<file path="src/hw/rtl/pvs_pkg.sv">
package pvs_pkg;

  // Default sizes for the top-level parameters.
  localparam int unsigned VarsDefault = 16;
  localparam int unsigned CapDefault  = 64;

  // Field widths fixed by the interface.
  localparam int unsigned SampleW = 24;
  localparam int unsigned SizeW   = 7;

  // Item operation codes.
  typedef enum logic [1:0] {
    OP_CLEAR  = 2'd0,
    OP_FIRST  = 2'd1,
    OP_SAMPLE = 2'd2,
    OP_NONE   = 2'd3
  } op_e;

  // Sequencer states.
  typedef enum logic [3:0] {
    S_IDLE,
    S_LOAD,
    S_DIFF,
    S_SQ,
    S_ACC,
    S_SRD,
    S_SCMP,
    S_WB,
    S_OUT
  } state_e;

  // Running statistics of one variable.
  typedef struct packed {
    logic        [23:0] count;
    logic signed [48:0] sum;
    logic        [62:0] sum_sq;
    logic signed [23:0] minimum;
    logic signed [23:0] maximum;
    logic signed [23:0] origin;
    logic        [6:0]  set_size;
    logic               set_ovf;
  } stats_t;

  localparam stats_t StatsReset = '{
    count:    24'd0,
    sum:      49'sd0,
    sum_sq:   63'd0,
    minimum:  24'sh7FFFFF,
    maximum:  24'sh800000,
    origin:   24'sd0,
    set_size: 7'd0,
    set_ovf:  1'b0
  };

endpackage

</file>
<file path="src/hw/rtl/pvs_stats_ram.sv">
module pvs_stats_ram #(
  parameter int unsigned VARS = pvs_pkg::VarsDefault,
  parameter int unsigned VW   = (VARS > 1) ? $clog2(VARS) : 1
) (
  input  logic            clk_i,
  input  logic            rst_ni,
  input  logic            rd_en_i,
  input  logic [VW-1:0]   rd_addr_i,
  output pvs_pkg::stats_t rd_data_o,
  input  logic            wr_en_i,
  input  logic [VW-1:0]   wr_addr_i,
  input  pvs_pkg::stats_t wr_data_i
);

  pvs_pkg::stats_t mem [VARS];
  pvs_pkg::stats_t rd_q;
  logic [VARS-1:0] valid_q;
  logic            rd_valid_q;

  // Entries that were never written read as the reset record.
  always_ff @(posedge clk_i or negedge rst_ni) begin
    if (!rst_ni) begin
      valid_q    <= '0;
      rd_valid_q <= 1'b0;
    end else begin
      if (wr_en_i) begin
        valid_q[wr_addr_i] <= 1'b1;
      end
      if (rd_en_i) begin
        rd_valid_q <= valid_q[rd_addr_i];
      end
    end
  end

  // Storage array with a registered read port.
  always_ff @(posedge clk_i) begin
    if (wr_en_i) begin
      mem[wr_addr_i] <= wr_data_i;
    end
    if (rd_en_i) begin
      rd_q <= mem[rd_addr_i];
    end
  end

  assign rd_data_o = rd_valid_q ? rd_q : pvs_pkg::StatsReset;

endmodule

</file>
<file path="config.mk">
export PLATFORM = sky130hd
export DESIGN_NAME = pvs_stats_ram
export DESIGN_NICKNAME = d
export VERILOG_FILES = /design/src/hw/rtl/pvs_pkg.sv /design/src/hw/rtl/pvs_stats_ram.sv
export SDC_FILE = /design/constraint.sdc
export NUM_CORES = 2
export LEC_CHECK = 0
export BUFFER_PORTS_ARGS = -buffer_cell sky130_fd_sc_hd__buf_4
export CAP_MARGIN = 10
export CELL_PAD_IN_SITES_DETAIL_PLACEMENT = 0
export CELL_PAD_IN_SITES_GLOBAL_PLACEMENT = 1
export CORE_MARGIN = 2
export CORE_UTILIZATION = 45
export DETAILED_ROUTE_END_ITERATION = 10
export HOLD_SLACK_MARGIN = 0.02
export PLACE_DENSITY_LB_ADDON = 0.15
export SYNTH_ARGS = -nofsm -noshare
export SYNTH_HDL_FRONTEND = slang
export SYNTH_SLANG_ARGS = --single-unit
</file>
<file path="constraint.sdc">
create_clock -name clk_i -period 3.4 [get_ports clk_i]
set_clock_uncertainty 0.05 [all_clocks]
set_input_delay 0.51 -clock clk_i [delete_from_list [all_inputs] [get_ports clk_i]]
set_output_delay 0.51 -clock clk_i [all_outputs]
set_load 0.01 [all_outputs]
</file>
Word level (Yosys, flattened, before mapping)

Memories as Yosys holds them, arrays and structs flattened. A register that Yosys moved wholly into a read port is not among the register bits.
Cells that the tools add are included.

Order comparisons: 3
Muxes and demuxes: 7
Bitwise gates (word level): 1
Reductions and logical operators: 1

Operator list:

| operator                                                                             | count |
|---|---|
| 216-bit two-way mux                                                                  | 1 |
| 16-bit OR                                                                            | 1 |
| 4-bit by 5-bit < comparator with 1-bit output (second input constant)                | 2 |
| 1-bit binary-select mux with 4-bit select                                            | 1 |
| 1-bit demux with 4-bit select                                                        | 1 |
| 4-bit by 1-bit greater-or-equal comparator with 1-bit output (second input constant) | 1 |
| 1-bit two-way mux                                                                    | 4 |
| 1-bit logical AND                                                                    | 1 |

Bits in registers: 17
Memory bits (writable): 3,456
Input bits: 228
Output and inout port bits: 216
Memories kept: 1

Memories:

| memory | depth | bits a word | read ports | clocked after Yosys merged registers in | write ports | line                | source |
|---|---|---|---|---|---|---|---|
| mem    | 16    | 216         | 1          | 1                                       | 1           | pvs_stats_ram.sv:15 | `pvs_pkg::stats_t mem [VARS];` |

Depth between registers and ports, before layout

Depth in word-level cells: 5
Gate-level depth with buffers: 9

Worst setup path before layout

Ideal clock, no wire load.

Path kind: input -> register
From: in wr_addr_i[2]
To: reg valid_q[0]
Library setup time: 0.160 ns
Arrival time: 16.867 ns
Data required time: 3.190 ns
Path slack: -13.677 ns
Cell stages on the path: 3
Path buffers: 0
Cell sequence: or3b_2 -> nor3_1 -> or2_2

Word-level cells in the longest chain between the ends: 5
Elaborated cells on any way between the ends: 6
Those cells by class: order compare (2); mux (2); bitwise (1); reduce/logical (1)

Ends and longest elaborated chain:

| element                                                                                                                                             | line                | source |
|---|---|---|
| from (decl)                                                                                                                                         | pvs_stats_ram.sv:11 | `input logic [VW-1:0] wr_addr_i,` |
| 4-bit by 5-bit < comparator with 1-bit output (implied by the code) or 4-bit by 1-bit greater-or-equal comparator with 1-bit output (tied branches) | pvs_stats_ram.sv:27 | `valid_q[wr_addr_i] <= 1'b1;` |
| 1-bit logical AND (implied by the code)                                                                                                             | pvs_stats_ram.sv:27 |  |
| 1-bit two-way mux (implied by the code)                                                                                                             | pvs_stats_ram.sv:27 |  |
| 1-bit demux with 4-bit select *                                                                                                                     | pvs_stats_ram.sv:27 |  |
| 16-bit OR (no line) *                                                                                                                               | n/a                 |  |
| to (signal assigned)                                                                                                                                | pvs_stats_ram.sv:23 | `valid_q <= '0;` |
| to (signal, indexed assignment)                                                                                                                     | pvs_stats_ram.sv:27 |  |
| to (decl)                                                                                                                                           | pvs_stats_ram.sv:17 | `logic [VARS-1:0] valid_q;` |

Every way passes the cells marked *; elsewhere a longest branch is shown, timed or not.
A chain may end at the register's enable or synchronous reset.

==> flow_metrics.env <==
export IMPL_ant_nets=0
export IMPL_fin_area_um2=165000
export IMPL_synth_edf_count=3672
export IMPL_crit_top_cell="buf_4"
export IMPL_antenna_found_initial=63
export IMPL_slew_headroom_pct=39.2
export IMPL_placed_cell_area_um2=150000
export IMPL_p_sw_uw=21000
export IMPL_powerDensity_nw_per_um2=597
export IMPL_finalCritPeriodShare_pct=91.9
export IMPL_clk_pin_slew_worst_paths_ps=60
export IMPL_rows=203
export IMPL_synth_top_area_share_pct=79.5
export IMPL_syn_area_um2=139000
export IMPL_avgSynthCellArea_um2=24.6
export IMPL_p_int_uw=77400
export IMPL_syn_nets=5858
export IMPL_place_ws_ps=571
export IMPL_syn_inst=5630
export IMPL_drc=0
export IMPL_n_fill_cell=23400
export IMPL_ys_flop_type="edfxtp_1"
export IMPL_power_frac_seq_pct=52.5
export IMPL_die_area_um2=313000
export IMPL_yosys_area_top_type="edfxtp_1"
export IMPL_r2r_slack_ps=1630
export IMPL_clockBufferDepth=4
export IMPL_design_core_area_um2=306000
export IMPL_clock_sinks=3689
export IMPL_rr_startpoint="mem[11][100]"
export IMPL_synth_async_reset_ratio_pct=0.461
export IMPL_finalHoldViolations=0
export IMPL_overflow=0
export IMPL_fin_crit_ps=3130
export IMPL_yosysUniqueCellTypes=23
export IMPL_wl_per_cell_um=30.5
export IMPL_grt_usage_pct=21.6
export IMPL_crit_path_end="rd_data_o[47]"
export IMPL_register_area_um2=111000
export IMPL_outcome="finished clean"
export IMPL_numCtsBuffers=382
export IMPL_power_share_switching_pct=21.3
export IMPL_criticalPathCategory="reg -> out"
export IMPL_portBuffers=443
export IMPL_synth_most_common_cell="edfxtp_1"
export IMPL_drive_above_1_share_pct=32.8
export IMPL_grt_max_degree=72
export IMPL_crit_fanout=31
export IMPL_cts_tree="yes"
export IMPL_grt_pass1_vias=66700
export IMPL_viasPerCell=5.73
export IMPL_num_io_pins=444
export IMPL_gp_congestion=0.722
export IMPL_fmax_mhz=320
export IMPL_tightest_slew_ps=912
export IMPL_ys_warn_count=0
export IMPL_grt_pass1_wl_um=487000
export IMPL_firstDrtPassIters=5
export IMPL_clockPowerShare_pct=41.3
export IMPL_rsz0062_at_grt="false"
export IMPL_yosys_register_bits=3689
export IMPL_die_w_um=559
export IMPL_cp_startpoint="rd_valid_q"
export IMPL_nets=6915
export IMPL_power_uw=98400
export IMPL_max_cap_viol_count=0
export IMPL_finalWorstSetupSlack_ps=274
export IMPL_clk_latency_ps=930
export IMPL_min_path_type="in -> reg"
export IMPL_vdd_ir_drop_worst_uv=507
export IMPL_area_growth_syn_to_layout_pct=18.8
export IMPL_cts_resized=0
export IMPL_cp_start_kind="flop"
export IMPL_finish_utilization_pct=53.8
export IMPL_yosys_top_cells_count="edfxtp_1, mux4_2, and2_1"
export IMPL_setup_viol=0
export IMPL_h_tree_depth=5
export IMPL_multiInputGateArea_um2=26800
export IMPL_timing_rr_end="rd_q[100]"
export IMPL_start_util_pct=45.3
export IMPL_finalMaxSlewViolations=0
export IMPL_slowest_stage="dfrtp_4"
export IMPL_whs_ps=67.8
export IMPL_path_cells="buf_4, and2_1, buf_4"
export IMPL_num_vias=63700
export IMPL_cts_root_buf="clkbuf_16"
export IMPL_r2r_worst_path_cells=2
export IMPL_max_stage_delay_ps=790
export IMPL_end_kind="primary output"
export IMPL_hpwlAfterDp_um=193000
export IMPL_combPwrFrac_pct=6.2
export IMPL_drt_total_wl_um=339000
export IMPL_worstPathArrival_ps=2570
export IMPL_die_y_um=559
export IMPL_synth_seq_area_share_pct=79.8
export IMPL_synthTopCellsByArea="edfxtp_1, mux4_2, and2_1"
export IMPL_cts_setup_buffers=0
export IMPL_required_ps=2840
export IMPL_p_leak_uw=0.0527
export IMPL_drt_iter0_markers=6406
-- critical path: cells and delay by family, from the launching register on --
kind | cells | cell delay, ps
DFF | 1 | 790
buffers and inverters | 2 | 520
and+or+nand+nor | 1 | 320
-- power by group through the flow --
stage          clock [uW]  combinational (uW)  sequential, uW
5_1_grt             43200                6540           51700
3_3_place_gp            0                5850           52600
4_1_cts             41500                6220           51700
2_1_floorplan           0                3150           52400
6_report            40600                6070           51700
3_5_place_dp            0                5940           52600
-- cell type report --
type	count	share of cell area [%]
antenna	22	0.0334
clock buffer	465	6.03
clock inverter	237	1.34
multi-input combinational	1641	16.3
sequential	3689	67.2
tap	4100	3.11
timing repair buffer	973	6.04
-- worst min path at each step --
stage	start	endpoint	slack (ps)	cells past startpoint
final	rd_en_i	rd_q[6]	70	1
after CTS	rd_en_i	rd_q[6]	40	1
after floorplan	rst_ni	rd_valid_q	160	0
after global placement	rst_ni	valid_q[2]	340	1
after detailed placement	rst_ni	valid_q[7]	340	1
after global routing	rd_en_i	rd_q[6]	50	1
-- what timing repair did --
action,in CTS,in global routing
endpoints found under the hold margin,3476,0
setup endpoints to repair,0,0
hold buffers,220,0
-- stage by stage --
step	TNS [ps]	cells
after floorplan	-5935940	5630
final	0	11100
after CTS	0	11100
after detailed placement	0	10200
after global routing	0	11100
after global placement	0	10200
-- flip-flops by register name, indices dropped and copies added, names as in the netlist --
name / count
mem: 3456
rd_q: 216
rd_valid_q: 1
valid_q: 16
-- layout by cell type, fill, tap and decap left out, types with 2 or more instances in the layout --
cell and n:
a211oi_1 101, a21oi_1 98, and2_1 192, buf_12 164, buf_4 584, buf_8 4, bufinv_16 32, clkbuf_1 79
clkbuf_16 384, clkbuf_8 2, clkinv_1 96, clkinv_16 5, clkinv_2 70, clkinv_4 2, clkinv_8 8, clkinvlp_4 13
dfrtp_1 16, diode_2 22, dlygate4sd3_1 220, edfxtp_1 3672, inv_16 4, inv_6 7, mux2i_1 100, mux4_2 985
nand2b_1 26, nand3b_1 2, nor2_4 12, nor2b_1 99, nor3_4 4, or2_2 16
-- logic make-up after synthesis --
logic type | synth area share, %
muxes | 16.7
buffers and inverters | 1.01
DFF | 79.8
and+or+nand+nor | 1.58
AOI/OAI and AO/OA | 0.906
-- metal layers --
| metal | global-route usage [%] | part of all wire (%) |
|---|---|---|
| met3 | 3.01 | 5.3 |
| met2 | 34.9 | 49 |
| met4 | 5.35 | 2.3 |
| met1 | 31.1 | 43 |
| met5 | 0 | 0.060 |
Note: power is estimated with default switching activity, not from simulation.
